`config.mk`:
```
export PLATFORM = sky130hd
export DESIGN_NAME = noise_drone_sequencer_core_flat
export DESIGN_NICKNAME = d
export VERILOG_FILES = /design/src/hw/rtl/nds_pkg.sv /design/src/hw/rtl/nds_cmd_if.sv /design/src/hw/rtl/nds_wr_if.sv /design/src/hw/rtl/nds_datapath.sv /design/src/hw/rtl/nds_ctrl.sv /design/src/hw/rtl/noise_drone_sequencer_core.sv /design/src/flat_wrapper.sv
export SDC_FILE = /design/constraint.sdc
export NUM_CORES = 1
export LEC_CHECK = 0
export BUFFER_PORTS_ARGS = -buffer_cell sky130_fd_sc_hd__buf_2
export CAP_MARGIN = 5
export CORE_MARGIN = 3
export CORE_UTILIZATION = 55
export CTS_CLUSTER_SIZE = 28
export DETAILED_ROUTE_END_ITERATION = 8
export PLACE_DENSITY_LB_ADDON = 0.1
export SYNTH_ARGS = -nofsm -noshare
export SYNTH_HDL_FRONTEND = slang
export SYNTH_SLANG_ARGS = --single-unit
```
`constraint.sdc`:
```
create_clock -name clk -period 3.7 [get_ports clk]
set_input_delay 0.555 -clock clk [delete_from_list [all_inputs] [get_ports clk]]
set_output_delay 0.555 -clock clk [all_outputs]
set_load 0.01 [all_outputs]
```
`src/hw/rtl/nds_pkg.sv`:
```
// shared types, constants and lookup tables of the noise drone sequencer
`default_nettype none

package nds_pkg;

	// configuration of the pattern tables
	localparam int PITCH_STEPS = 23;
	localparam int SURF_LENGTH = 6;

	// widths of the stored state
	localparam int PITCH_W = 5;
	localparam int VOL_W   = 4;
	localparam int SIDX_W  = 3;
	localparam int FRAC_W  = 4;

	localparam logic [7:0]         PITCH_MAX_IN = 8'(PITCH_STEPS - 1);
	localparam logic [PITCH_W-1:0] PITCH_LAST   = PITCH_W'(PITCH_STEPS - 1);
	localparam logic [7:0]         VOL_MAX_IN   = 8'd15;
	localparam logic [VOL_W-1:0]   VOL_LAST     = 4'd15;
	localparam logic [SIDX_W:0]    SURF_WRAP    = (SIDX_W + 1)'(SURF_LENGTH);

	localparam logic [7:0] BUZZ_OR  = 8'h08;
	localparam int         FRAC_ADD = 16;
	localparam int         FRAC_MOD = 15;
	localparam logic [FRAC_W:0]   FRAC_STEP  = (FRAC_W + 1)'(FRAC_ADD - FRAC_MOD);
	localparam logic [FRAC_W:0]   FRAC_LIMIT = (FRAC_W + 1)'(FRAC_MOD);
	localparam logic [FRAC_W-1:0] FRAC_SUB   = FRAC_W'(FRAC_MOD);

	// command codes
	typedef enum logic [2:0] {
		ACT_TICK   = 3'd0,
		ACT_DRONE  = 3'd1,
		ACT_TARGET = 3'd2,
		ACT_SURF   = 3'd3,
		ACT_STOP   = 3'd4
	} action_t;

	// write kinds toward the sound channel
	typedef enum logic [1:0] {
		WK_FULL    = 2'd0,
		WK_POLY    = 2'd1,
		WK_SILENCE = 2'd2
	} kind_t;

	// controller states
	typedef enum logic [1:0] {
		ST_IDLE,
		ST_EXEC,
		ST_SURF2
	} state_t;

	// controller to datapath
	typedef struct packed {
		logic load;
		logic commit;
		logic phase2;
	} ctl_t;

	// datapath to controller
	typedef struct packed {
		logic two_step;
		logic emit;
		logic out_free;
	} sts_t;

	// poly register value per pitch step, the last entry also covers indices past the end
	function automatic logic [7:0] pitch_rom(input logic [PITCH_W-1:0] idx);
		logic [7:0] val;
		case (idx)
			5'd0:    val = 8'h85;
			5'd1:    val = 8'h84;
			5'd2:    val = 8'h77;
			5'd3:    val = 8'h76;
			5'd4:    val = 8'h75;
			5'd5:    val = 8'h74;
			5'd6:    val = 8'h67;
			5'd7:    val = 8'h66;
			5'd8:    val = 8'h65;
			5'd9:    val = 8'h64;
			5'd10:   val = 8'h57;
			5'd11:   val = 8'h56;
			5'd12:   val = 8'h55;
			5'd13:   val = 8'h54;
			5'd14:   val = 8'h47;
			5'd15:   val = 8'h46;
			5'd16:   val = 8'h45;
			5'd17:   val = 8'h44;
			5'd18:   val = 8'h37;
			5'd19:   val = 8'h36;
			5'd20:   val = 8'h35;
			5'd21:   val = 8'h34;
			default: val = 8'h27;
		endcase
		return val;
	endfunction

	// surf table row, the six-row table repeats
	function automatic logic [SIDX_W-1:0] surf_row(input logic [SIDX_W-1:0] idx);
		logic [SIDX_W-1:0] row;
		row = (idx >= 3'd6) ? idx - 3'd6 : idx;
		return row;
	endfunction

	function automatic logic [7:0] surf_env(input logic [SIDX_W-1:0] idx);
		logic [7:0] val;
		case (surf_row(idx))
			3'd0, 3'd3: val = 8'h1F;
			3'd1, 3'd4: val = 8'h97;
			default:    val = 8'h20;
		endcase
		return val;
	endfunction

	function automatic logic [7:0] surf_poly(input logic [SIDX_W-1:0] idx);
		logic [7:0] val;
		case (surf_row(idx))
			3'd2, 3'd5: val = 8'h34;
			default:    val = 8'h27;
		endcase
		return val;
	endfunction

	function automatic logic [7:0] surf_dur(input logic [SIDX_W-1:0] idx);
		logic [7:0] val;
		case (surf_row(idx))
			3'd2:    val = 8'd112;
			3'd5:    val = 8'd168;
			default: val = 8'd42;
		endcase
		return val;
	endfunction

endpackage

`default_nettype wire

```
`src/hw/rtl/nds_cmd_if.sv`:
```
// command channel: valid/ready handshake with the command payload
`default_nettype none

interface nds_cmd_if;
	logic       valid;
	logic       ready;
	logic [2:0] action;
	logic [7:0] pitch;
	logic [7:0] volume;
	logic       buzz;
	logic [7:0] slide_period;
	logic       sfx_owns;

	modport source (
		output valid, action, pitch, volume, buzz, slide_period, sfx_owns,
		input  ready
	);
	modport sink (
		input  valid, action, pitch, volume, buzz, slide_period, sfx_owns,
		output ready
	);
endinterface

`default_nettype wire

```
`src/hw/rtl/nds_wr_if.sv`:
```
// register write channel: valid/ready handshake with the channel write payload
`default_nettype none

interface nds_wr_if;
	logic       valid;
	logic       ready;
	logic [1:0] write_kind;
	logic [7:0] envelope;
	logic [7:0] poly;

	modport source (
		output valid, write_kind, envelope, poly,
		input  ready
	);
	modport sink (
		input  valid, write_kind, envelope, poly,
		output ready
	);
endinterface

`default_nettype wire

```
`src/hw/rtl/nds_datapath.sv`:
```
// datapath: command register, drone and surf state, next state logic, write register
`default_nettype none

module nds_datapath (
	input  wire logic                clk,
	input  wire logic                arst_n,
	input  wire nds_pkg::ctl_t       ctl,
	output nds_pkg::sts_t            sts,
	input  wire logic [2:0]          action,
	input  wire logic [7:0]          pitch,
	input  wire logic [7:0]          volume,
	input  wire logic                buzz,
	input  wire logic [7:0]          slide_period,
	input  wire logic                sfx_owns,
	output logic                     out_valid,
	input  wire logic                out_ready,
	output logic [1:0]               out_kind,
	output logic [7:0]               out_env,
	output logic [7:0]               out_poly
);

	// captured command
	logic [2:0]                  act_q;
	logic [nds_pkg::PITCH_W-1:0] pit_q;
	logic [nds_pkg::VOL_W-1:0]   vol_q;
	logic                        buzz_q;
	logic [7:0]                  period_q;
	logic                        owned_q;

	// channel state
	logic                        drone_on_q, surf_on_q, buzz_bit_q, stolen_q, adv_q;
	logic [nds_pkg::VOL_W-1:0]   vol_now_q, vol_goal_q;
	logic [nds_pkg::PITCH_W-1:0] pitch_now_q, pitch_goal_q;
	logic [7:0]                  slide_len_q, slide_cnt_q;
	logic [nds_pkg::SIDX_W-1:0]  sidx_q;
	logic [7:0]                  sleft_q;
	logic [nds_pkg::FRAC_W-1:0]  sfrac_q;

	logic                        drone_on_d, surf_on_d, buzz_bit_d, stolen_d, adv_d;
	logic [nds_pkg::VOL_W-1:0]   vol_now_d, vol_goal_d;
	logic [nds_pkg::PITCH_W-1:0] pitch_now_d, pitch_goal_d;
	logic [7:0]                  slide_len_d, slide_cnt_d;
	logic [nds_pkg::SIDX_W-1:0]  sidx_d;
	logic [7:0]                  sleft_d;
	logic [nds_pkg::FRAC_W-1:0]  sfrac_d;

	// result of this step
	logic           emit, two_step, res_surf;
	nds_pkg::kind_t res_kind;
	logic [7:0]     res_env, res_poly, drone_poly;

	// output register
	logic           out_valid_q;
	nds_pkg::kind_t out_kind_q;
	logic [7:0]     out_env_q, out_poly_q;

	// one step of the surf duration counter
	logic [7:0]                  left_dec, left_adv, cnt_inc;
	logic                        adv, adv_all, differ, final_surf;
	logic [nds_pkg::SIDX_W:0]    idx_p1;
	logic [nds_pkg::SIDX_W-1:0]  idx_adv;
	logic [nds_pkg::FRAC_W:0]    frac1;

	assign left_dec = (sleft_q != 8'd0) ? sleft_q - 8'd1 : sleft_q;
	assign adv      = (left_dec == 8'd0);
	assign idx_p1   = {1'b0, sidx_q} + 4'd1;
	assign idx_adv  = !adv ? sidx_q :
		(idx_p1 >= nds_pkg::SURF_WRAP) ? '0 : idx_p1[nds_pkg::SIDX_W-1:0];
	assign left_adv = adv ? nds_pkg::surf_dur(idx_adv) : left_dec;
	assign frac1    = {1'b0, sfrac_q} + nds_pkg::FRAC_STEP;
	assign differ   = (pitch_now_q != pitch_goal_q) || (vol_now_q != vol_goal_q);
	assign cnt_inc  = slide_cnt_q + 8'd1;

	// command capture with clamping
	always_ff @(posedge clk) begin
		if (ctl.load) begin
			act_q    <= action;
			pit_q    <= (pitch > nds_pkg::PITCH_MAX_IN) ? nds_pkg::PITCH_LAST
				: pitch[nds_pkg::PITCH_W-1:0];
			vol_q    <= (volume > nds_pkg::VOL_MAX_IN) ? nds_pkg::VOL_LAST
				: volume[nds_pkg::VOL_W-1:0];
			buzz_q   <= buzz;
			period_q <= slide_period;
			owned_q  <= sfx_owns;
		end
	end

	// next state and result for the captured command
	always_comb begin
		drone_on_d   = drone_on_q;
		surf_on_d    = surf_on_q;
		buzz_bit_d   = buzz_bit_q;
		stolen_d     = stolen_q;
		adv_d        = adv_q;
		vol_now_d    = vol_now_q;
		vol_goal_d   = vol_goal_q;
		pitch_now_d  = pitch_now_q;
		pitch_goal_d = pitch_goal_q;
		slide_len_d  = slide_len_q;
		slide_cnt_d  = slide_cnt_q;
		sidx_d       = sidx_q;
		sleft_d      = sleft_q;
		sfrac_d      = sfrac_q;
		emit         = 1'b0;
		two_step     = 1'b0;
		res_surf     = 1'b0;
		res_kind     = nds_pkg::WK_FULL;
		adv_all      = adv;
		final_surf   = 1'b0;
		case (act_q)
			nds_pkg::ACT_TICK: begin
				if (surf_on_q) begin
					// surf: one or two counter steps per frame
					sleft_d  = left_adv;
					sidx_d   = idx_adv;
					res_surf = 1'b1;
					if (ctl.phase2) begin
						sfrac_d    = sfrac_q - nds_pkg::FRAC_SUB;
						adv_all    = adv_q | adv;
						final_surf = 1'b1;
					end else begin
						sfrac_d = frac1[nds_pkg::FRAC_W-1:0];
						if (frac1 >= nds_pkg::FRAC_LIMIT) begin
							two_step = 1'b1;
							adv_d    = adv;
						end else begin
							final_surf = 1'b1;
						end
					end
					if (final_surf) begin
						stolen_d = owned_q;
						emit     = !owned_q && (adv_all || stolen_q);
					end
				end else if (drone_on_q) begin
					if (owned_q) begin
						stolen_d = 1'b1;
					end else begin
						// slide toward the goals
						if (differ) begin
							if (slide_len_q == 8'd0) begin
								pitch_now_d = pitch_goal_q;
								vol_now_d   = vol_goal_q;
								emit        = 1'b1;
							end else begin
								slide_cnt_d = cnt_inc;
								if (cnt_inc >= slide_len_q) begin
									slide_cnt_d = 8'd0;
									if (pitch_now_q < pitch_goal_q) begin
										pitch_now_d = pitch_now_q + 5'd1;
										emit        = 1'b1;
										res_kind    = nds_pkg::WK_POLY;
									end else if (pitch_now_q > pitch_goal_q) begin
										pitch_now_d = pitch_now_q - 5'd1;
										emit        = 1'b1;
										res_kind    = nds_pkg::WK_POLY;
									end
									if (vol_now_q < vol_goal_q) begin
										vol_now_d = vol_now_q + 4'd1;
										emit      = 1'b1;
										res_kind  = nds_pkg::WK_FULL;
									end else if (vol_now_q > vol_goal_q) begin
										vol_now_d = vol_now_q - 4'd1;
										emit      = 1'b1;
										res_kind  = nds_pkg::WK_FULL;
									end
								end
							end
						end
						if (stolen_q) begin
							stolen_d = 1'b0;
							emit     = 1'b1;
							res_kind = nds_pkg::WK_FULL;
						end
					end
				end
			end
			nds_pkg::ACT_DRONE: begin
				surf_on_d    = 1'b0;
				pitch_now_d  = pit_q;
				pitch_goal_d = pit_q;
				vol_now_d    = vol_q;
				vol_goal_d   = vol_q;
				buzz_bit_d   = buzz_q;
				slide_len_d  = 8'd0;
				slide_cnt_d  = 8'd0;
				drone_on_d   = 1'b1;
				stolen_d     = owned_q;
				emit         = !owned_q;
			end
			nds_pkg::ACT_TARGET: begin
				slide_len_d  = period_q;
				slide_cnt_d  = 8'd0;
				pitch_goal_d = pit_q;
				vol_goal_d   = vol_q;
				if (period_q == 8'd0) begin
					pitch_now_d = pit_q;
					vol_now_d   = vol_q;
				end
				emit = drone_on_q && !owned_q && !stolen_q && (period_q == 8'd0);
			end
			nds_pkg::ACT_SURF: begin
				drone_on_d = 1'b0;
				sidx_d     = '0;
				sleft_d    = nds_pkg::surf_dur('0);
				sfrac_d    = '0;
				surf_on_d  = 1'b1;
				stolen_d   = owned_q;
				emit       = !owned_q;
				res_surf   = 1'b1;
			end
			nds_pkg::ACT_STOP: begin
				drone_on_d = 1'b0;
				surf_on_d  = 1'b0;
				vol_now_d  = '0;
				vol_goal_d = '0;
				emit       = (drone_on_q || surf_on_q) && !owned_q;
				res_kind   = nds_pkg::WK_SILENCE;
			end
			default: begin
			end
		endcase
	end

	// write values from the updated state
	assign drone_poly = nds_pkg::pitch_rom(pitch_now_d) | (buzz_bit_d ? nds_pkg::BUZZ_OR : 8'h00);

	always_comb begin
		res_env  = 8'h00;
		res_poly = 8'h00;
		case (res_kind)
			nds_pkg::WK_FULL: begin
				if (res_surf) begin
					res_env  = nds_pkg::surf_env(sidx_d);
					res_poly = nds_pkg::surf_poly(sidx_d);
				end else begin
					res_env  = {vol_now_d, 4'h0};
					res_poly = drone_poly;
				end
			end
			nds_pkg::WK_POLY: res_poly = drone_poly;
			default: begin
			end
		endcase
	end

	// state registers
	always_ff @(posedge clk or negedge arst_n) begin
		if (!arst_n) begin
			drone_on_q   <= 1'b0;
			surf_on_q    <= 1'b0;
			buzz_bit_q   <= 1'b0;
			stolen_q     <= 1'b0;
			adv_q        <= 1'b0;
			vol_now_q    <= '0;
			vol_goal_q   <= '0;
			pitch_now_q  <= '0;
			pitch_goal_q <= '0;
			slide_len_q  <= '0;
			slide_cnt_q  <= '0;
			sidx_q       <= '0;
			sleft_q      <= '0;
			sfrac_q      <= '0;
		end else if (ctl.commit) begin
			drone_on_q   <= drone_on_d;
			surf_on_q    <= surf_on_d;
			buzz_bit_q   <= buzz_bit_d;
			stolen_q     <= stolen_d;
			adv_q        <= adv_d;
			vol_now_q    <= vol_now_d;
			vol_goal_q   <= vol_goal_d;
			pitch_now_q  <= pitch_now_d;
			pitch_goal_q <= pitch_goal_d;
			slide_len_q  <= slide_len_d;
			slide_cnt_q  <= slide_cnt_d;
			sidx_q       <= sidx_d;
			sleft_q      <= sleft_d;
			sfrac_q      <= sfrac_d;
		end
	end

	// output register, holds a transaction until it is taken
	always_ff @(posedge clk or negedge arst_n) begin
		if (!arst_n) begin
			out_valid_q <= 1'b0;
		end else if (ctl.commit && emit) begin
			out_valid_q <= 1'b1;
		end else if (out_ready) begin
			out_valid_q <= 1'b0;
		end
	end

	always_ff @(posedge clk) begin
		if (ctl.commit && emit) begin
			out_kind_q <= res_kind;
			out_env_q  <= res_env;
			out_poly_q <= res_poly;
		end
	end

	assign out_valid    = out_valid_q;
	assign out_kind     = out_kind_q;
	assign out_env      = out_env_q;
	assign out_poly     = out_poly_q;
	assign sts.two_step = two_step;
	assign sts.emit     = emit;
	assign sts.out_free = !out_valid_q || out_ready;

endmodule

`default_nettype wire

```
`src/hw/rtl/nds_ctrl.sv`:
```
// controller: sequences command capture, execution and the second surf step
`default_nettype none

module nds_ctrl (
	input  wire logic          clk,
	input  wire logic          arst_n,
	input  wire logic          in_valid,
	output logic               in_ready,
	input  wire nds_pkg::sts_t sts,
	output nds_pkg::ctl_t      ctl
);

	nds_pkg::state_t state_q, state_d;

	// state register
	always_ff @(posedge clk or negedge arst_n) begin
		if (!arst_n) begin
			state_q <= nds_pkg::ST_IDLE;
		end else begin
			state_q <= state_d;
		end
	end

	// next state and commands
	always_comb begin
		state_d    = state_q;
		ctl.load   = 1'b0;
		ctl.commit = 1'b0;
		ctl.phase2 = 1'b0;
		in_ready   = 1'b0;
		unique case (state_q)
			nds_pkg::ST_IDLE: begin
				in_ready = 1'b1;
				if (in_valid) begin
					ctl.load = 1'b1;
					state_d  = nds_pkg::ST_EXEC;
				end
			end
			nds_pkg::ST_EXEC: begin
				if (sts.two_step) begin
					ctl.commit = 1'b1;
					state_d    = nds_pkg::ST_SURF2;
				end else if (!sts.emit || sts.out_free) begin
					ctl.commit = 1'b1;
					state_d    = nds_pkg::ST_IDLE;
				end
			end
			nds_pkg::ST_SURF2: begin
				ctl.phase2 = 1'b1;
				if (!sts.emit || sts.out_free) begin
					ctl.commit = 1'b1;
					state_d    = nds_pkg::ST_IDLE;
				end
			end
			default: state_d = nds_pkg::ST_IDLE;
		endcase
	end

`ifndef SYNTH
	// a result is never committed over a write still waiting
	a_no_overwrite: assert property (@(posedge clk) disable iff (!arst_n)
		(ctl.commit && sts.emit) |-> sts.out_free)
		else $error("result committed while output register busy");

	// a double surf step always moves on to the second surf step state
	a_two_step: assert property (@(posedge clk) disable iff (!arst_n)
		(state_q == nds_pkg::ST_EXEC && sts.two_step) |=> state_q == nds_pkg::ST_SURF2)
		else $error("second surf step skipped");

	// the second step never asks for a third
	a_no_third: assert property (@(posedge clk) disable iff (!arst_n)
		(state_q == nds_pkg::ST_SURF2) |-> !sts.two_step)
		else $error("surf step requested a third cycle");
`endif

endmodule

`default_nettype wire

```
`src/hw/rtl/noise_drone_sequencer_core.sv`:
```
// Noise drone sequencer: controller for a noise sound channel.
// Commands (frame tick, start drone, set target, start surf, stop) arrive on
// the cmd channel with the sound-effect ownership flag; each transaction
// causes zero or one register write transaction on the wr channel
// (full write with trigger, poly register only, or silence and trigger).
// Timing: a command is taken in the idle state and then executed in the
// execute state; a new command is not taken until the last one is done. A
// surf frame tick whose fractional accumulator wraps also passes through the
// second surf step state for the second step of the duration counter. The
// write is registered and appears on wr once the last step has committed.
// The write sits in an output register; the next command is still taken
// while it waits, but a command that itself produces a write holds in
// execution until the receiver takes the earlier one.
// Reset (arst_n low) clears all drone and surf state and drops any
// pending write; no writes appear until a command causes one.
`default_nettype none

module noise_drone_sequencer_core (
	input  wire logic   clk,
	input  wire logic   arst_n,
	nds_cmd_if.sink     cmd,
	nds_wr_if.source    wr
);

	nds_pkg::ctl_t ctl;
	nds_pkg::sts_t sts;
	logic          in_ready;

	// sequencing of each command
	nds_ctrl u_ctrl (
		.clk      (clk),
		.arst_n   (arst_n),
		.in_valid (cmd.valid),
		.in_ready (in_ready),
		.sts      (sts),
		.ctl      (ctl)
	);

	// state, next state and write register
	nds_datapath u_datapath (
		.clk          (clk),
		.arst_n       (arst_n),
		.ctl          (ctl),
		.sts          (sts),
		.action       (cmd.action),
		.pitch        (cmd.pitch),
		.volume       (cmd.volume),
		.buzz         (cmd.buzz),
		.slide_period (cmd.slide_period),
		.sfx_owns     (cmd.sfx_owns),
		.out_valid    (wr.valid),
		.out_ready    (wr.ready),
		.out_kind     (wr.write_kind),
		.out_env      (wr.envelope),
		.out_poly     (wr.poly)
	);

	assign cmd.ready = in_ready;

endmodule

`default_nettype wire
```
`src/flat_wrapper.sv`:
```
// flat-port wrapper written by rule: the top's interface ports become plain ports
module noise_drone_sequencer_core_flat 
  (clk, arst_n, cmd_valid, cmd_action, cmd_pitch, cmd_volume, cmd_buzz, cmd_slide_period, cmd_sfx_owns, cmd_ready, wr_valid, wr_write_kind, wr_envelope, wr_poly, wr_ready);
  nds_cmd_if cmd_i ();
  nds_wr_if wr_i ();
  input  wire logic clk;
  input  wire logic arst_n;
  input wire logic [$bits(cmd_i.valid)-1:0] cmd_valid;
  input wire logic [$bits(cmd_i.action)-1:0] cmd_action;
  input wire logic [$bits(cmd_i.pitch)-1:0] cmd_pitch;
  input wire logic [$bits(cmd_i.volume)-1:0] cmd_volume;
  input wire logic [$bits(cmd_i.buzz)-1:0] cmd_buzz;
  input wire logic [$bits(cmd_i.slide_period)-1:0] cmd_slide_period;
  input wire logic [$bits(cmd_i.sfx_owns)-1:0] cmd_sfx_owns;
  output wire logic [$bits(cmd_i.ready)-1:0] cmd_ready;
  output wire logic [$bits(wr_i.valid)-1:0] wr_valid;
  output wire logic [$bits(wr_i.write_kind)-1:0] wr_write_kind;
  output wire logic [$bits(wr_i.envelope)-1:0] wr_envelope;
  output wire logic [$bits(wr_i.poly)-1:0] wr_poly;
  input wire logic [$bits(wr_i.ready)-1:0] wr_ready;
  assign cmd_i.valid = cmd_valid;
  assign cmd_i.action = cmd_action;
  assign cmd_i.pitch = cmd_pitch;
  assign cmd_i.volume = cmd_volume;
  assign cmd_i.buzz = cmd_buzz;
  assign cmd_i.slide_period = cmd_slide_period;
  assign cmd_i.sfx_owns = cmd_sfx_owns;
  assign cmd_ready = cmd_i.ready;
  assign wr_valid = wr_i.valid;
  assign wr_write_kind = wr_i.write_kind;
  assign wr_envelope = wr_i.envelope;
  assign wr_poly = wr_i.poly;
  assign wr_i.ready = wr_ready;
  noise_drone_sequencer_core u_core (.clk(clk), .arst_n(arst_n), .cmd(cmd_i), .wr(wr_i));
endmodule
```
==> results.toml <==
[grt]
overflow = 0
grt.busiest_layer = "met2"
antenna_found_initial = 0
grt_use_met3_pct = 4.05
grt_max_degree = 58
track_usage_pct = 24.8
grt_pass1_vias = 4985
use_met2_pct = 39.4
grt_pass1_wl_um = 25100
met1_usage_pct = 34.8

[power_and_ir_drop]
p_leak_nw = 2.88
powerDensity_nw_per_um2 = 627
total_power_mw = 4.25
ir_worst_vdd_uv = 336

[critical_path]
rrSetupSlack_ns = 0.18
required_ns = 3.78
ff2ff_path_depth = 12
crit_path_end_kind = "flop"
reg2reg_from = "u_core.u_datapath.slide_cnt_q[0]$_DFFE_PN0P_"
cp-start-kind = "flop"
worst-path-max-fanout = 15
cp.arrival_ns = 3.60
r2r_end = "u_core.u_datapath.out_poly[0]$_DFFE_PP_"
critPathKind = "flop to flop"

[timing]
tightest_slew_ns = 1.02
hold_viol_final = 0
skew_ns = 0.0131
period_needed_ns = 3.52
setup_ws_ns = 0.183
report.final.slew_viol_count = 0
tns_ns = 0
fin_hold_ws_ns = 0.326
fmax_mhz = 284
setup_violations = 0
fin_crit_sh_pct = 95.1
relSlewSlack_pct = 32.2

[detailed_routing]
drc = 0
vias = 5287
drtPass1Iterations = 5
wl_um = 15200
vias_per_cell = 6.09
drt_iter0_drc = 402
drtAntennaViolNets = 0
wl_per_cell_um = 17.6

[layout]
postLayoutCellArea_um2 = 6790
multi_input_area_um2 = 3200
finish.utilization_pct = 64.9
final_layout_size_suffix_gt1_share_pct = 17.3
fill_cells = 885
antennaDiodeCount = 0
regArea_um2 = 2570
nets = 793
area_growth_pct = 13.0
layout.cells.non_filler = 868

[yosys]
synth_commonest_cells = "67 x nand2_1, 60 x nor2_1, 58 x o21ai_0"
syn_nets = 734
synth_compound_area_share_pct = 20.3
synth_top_cell_area_share_pct = 23.7
synth_mux_area_share_pct = 3.79
synth_top_family_by_area = "compound AO/OA/AOI/OAI gates"
synthCells = 668
synthFlopType = "dfrtp_1"
synth.largest_area_cell = "dfrtp_1"
yosysSeqAreaShare_pct = 42.7
synth_warnings = 0
synth_xor_area_share_pct = 1.17
synth_area_um2 = 6010
synthArstFlopShare_pct = 60.0
synthTopCellsByArea = "dfrtp_1 24%, edfxtp_1 19%, ha_1 6.9%, o21ai_0 4.8%, a21oi_1 4.4%"
synth-simple-area-share_pct = 19.8
yosys.area_share.adder_pct = 6.87
synth_most_common_cell = "nand2_1"
synth_edf_count = 38
yosys_register_bits = 95
syn_area_per_cell_um2 = 9.00
synth_cell_types = 70

[placed_design]
port_buffers = 52
dpl_worst_slack_ns = 0.0463
placed_area_um2 = 6510
hpwl_um = 11300
globalplace.congestion = 0.892
dp.cells = 850

[outcome]
status = "finished clean"

[floorplanning]
initial_utilization_pct = 57.4
fp.dieH_um = 111
die-area_um2 = 12200
core_area_um2 = 10500
core.rowCount = 37
io_pins = 53
die_x_um = 111

[worst_hold_path]
hold_class = "input pin to asynchronous set/reset pin"

[clock_tree]
clk_pin_slew_worst_paths_ns = 0.10
worstSkewPairLatency_ns = 0.37
cts_buffers = 9
tritoncts = "done"
cts_sinks = 95
cts.path.max_buffers = 2
h-tree-depth = 3
clock_tree.root_cell = "clkbuf_8"

[flow_run]
drv_cap = 0
-- logic make-up after synthesis --
group,count (synthesis)
buffers and inverters,77
and+or+nand+nor,244
adders and majority gates,33
DFF,95
muxes,21
AOI/OAI and AO/OA,190
xor gates and xnor gates,8
-- worst max path at each step --
stage | from | to | slack, ns | depth (start not counted)
global placement | u_core.u_datapath.slide_cnt_q[1]$_DFFE_PN0P_ | u_core.u_datapath.out_poly[5]$_DFFE_PP_ | 0.14 | 16
finish | u_core.u_datapath.slide_cnt_q[0]$_DFFE_PN0P_ | u_core.u_datapath.out_poly[0]$_DFFE_PP_ | 0.18 | 12
global route | u_core.u_datapath.slide_cnt_q[1]$_DFFE_PN0P_ | u_core.u_datapath.out_poly[6]$_DFFE_PP_ | -0.02 | 18
detailed placement | u_core.u_datapath.slide_cnt_q[0]$_DFFE_PN0P_ | u_core.u_datapath.out_poly[5]$_DFFE_PP_ | 0.05 | 15
floorplan | u_core.u_datapath.slide_cnt_q[0]$_DFFE_PN0P_ | u_core.u_datapath.out_env[2]$_SDFFCE_PN0P_ | 0.19 | 12
CTS | u_core.u_datapath.slide_cnt_q[0]$_DFFE_PN0P_ | u_core.u_datapath.out_poly[5]$_DFFE_PP_ | 0.02 | 15
-- cells in the final DEF, fill, tap and decap left out, types with 8 or more instances in the layout --
| cell type | Yosys | routed |
|---|---|---|
| nor2b_1 | 15 | 15 |
| nand2_1 | 67 | 67 |
| o22ai_1 | 8 | 8 |
| o31ai_1 | 10 | 8 |
| ha_1 | 33 | 32 |
| edfxtp_1 | 38 | 38 |
| inv_1 | 46 | 46 |
| nor3_1 | 14 | 14 |
| o21ai_0 | 58 | 56 |
| buf_2 | 4 | 52 |
| mux2_2 | 14 | 14 |
| nor4_1 | 10 | 9 |
| clkbuf_8 | 0 | 9 |
| buf_4 | 2 | 22 |
| nand3_1 | 26 | 25 |
| a21oi_1 | 53 | 52 |
| dfrtp_1 | 57 | 57 |
| nor2_1 | 60 | 59 |
| nand2b_1 | 15 | 15 |
-- critical path: stages, from the launching register on --
cell	delay, ns
dfrtp_1	0.41
buf_4	0.16
ha_1	0.26
nand2b_1	0.13
a2111oi_0	0.75
o31ai_4	0.14
buf_4	0.19
o31ai_4	0.21
o311ai_4	0.14
buf_4	0.18
a31oi_2	0.19
and3_1	0.29
buf_12	0.18
-- area by class of cell --
type	count	share of cell area [%]
multi-input cells	496	47.1
repair buffers	78	7.19
clock inverters	6	0.903
well taps	136	2.51
flip-flops and latches	95	37.8
inverters	47	2.60
clock buffers	10	1.88
-- registers in the layout (all words and copies together), names as in the netlist, 2 cells and up --
register / count
u_core.u_ctrl.state_q: 2
u_core.u_datapath.act_q: 3
u_core.u_datapath.out_env: 6
u_core.u_datapath.out_kind: 2
u_core.u_datapath.out_poly: 8
u_core.u_datapath.period_q: 8
u_core.u_datapath.pit_q: 5
u_core.u_datapath.pitch_goal_q: 5
u_core.u_datapath.pitch_now_q: 5
u_core.u_datapath.sfrac_q: 4
u_core.u_datapath.sidx_q: 3
u_core.u_datapath.sleft_q: 8
u_core.u_datapath.slide_cnt_q: 8
u_core.u_datapath.slide_len_q: 8
u_core.u_datapath.vol_goal_q: 4
u_core.u_datapath.vol_now_q: 4
u_core.u_datapath.vol_q: 4
-- power breakdown --
part / switching (mW) / total, mW / leakage, nW / internal (mW)
sequential: 0.282 / 1.59 / 1.09 / 1.30
combinational: 1.17 / 1.99 / 1.71 / 0.822
clock: 0.373 / 0.682 / 0.0876 / 0.310
total: 1.82 / 4.25 / 2.88 / 2.44
-- metal layers --
layer / vias up / part of all wire (%)
met5: - / 0
met4: 0 / 1.5
met3: 22 / 6.6
met2: 203 / 46
met1: 2519 / 46
li1: 2543 / -
-- what timing repair did --
action,CTS,global route
resized for setup,0,17
hold buffers,0,0
buffers inserted,0,2
endpoints found under the setup margin,0,66
Note: power is estimated with default switching activity, not from simulation.
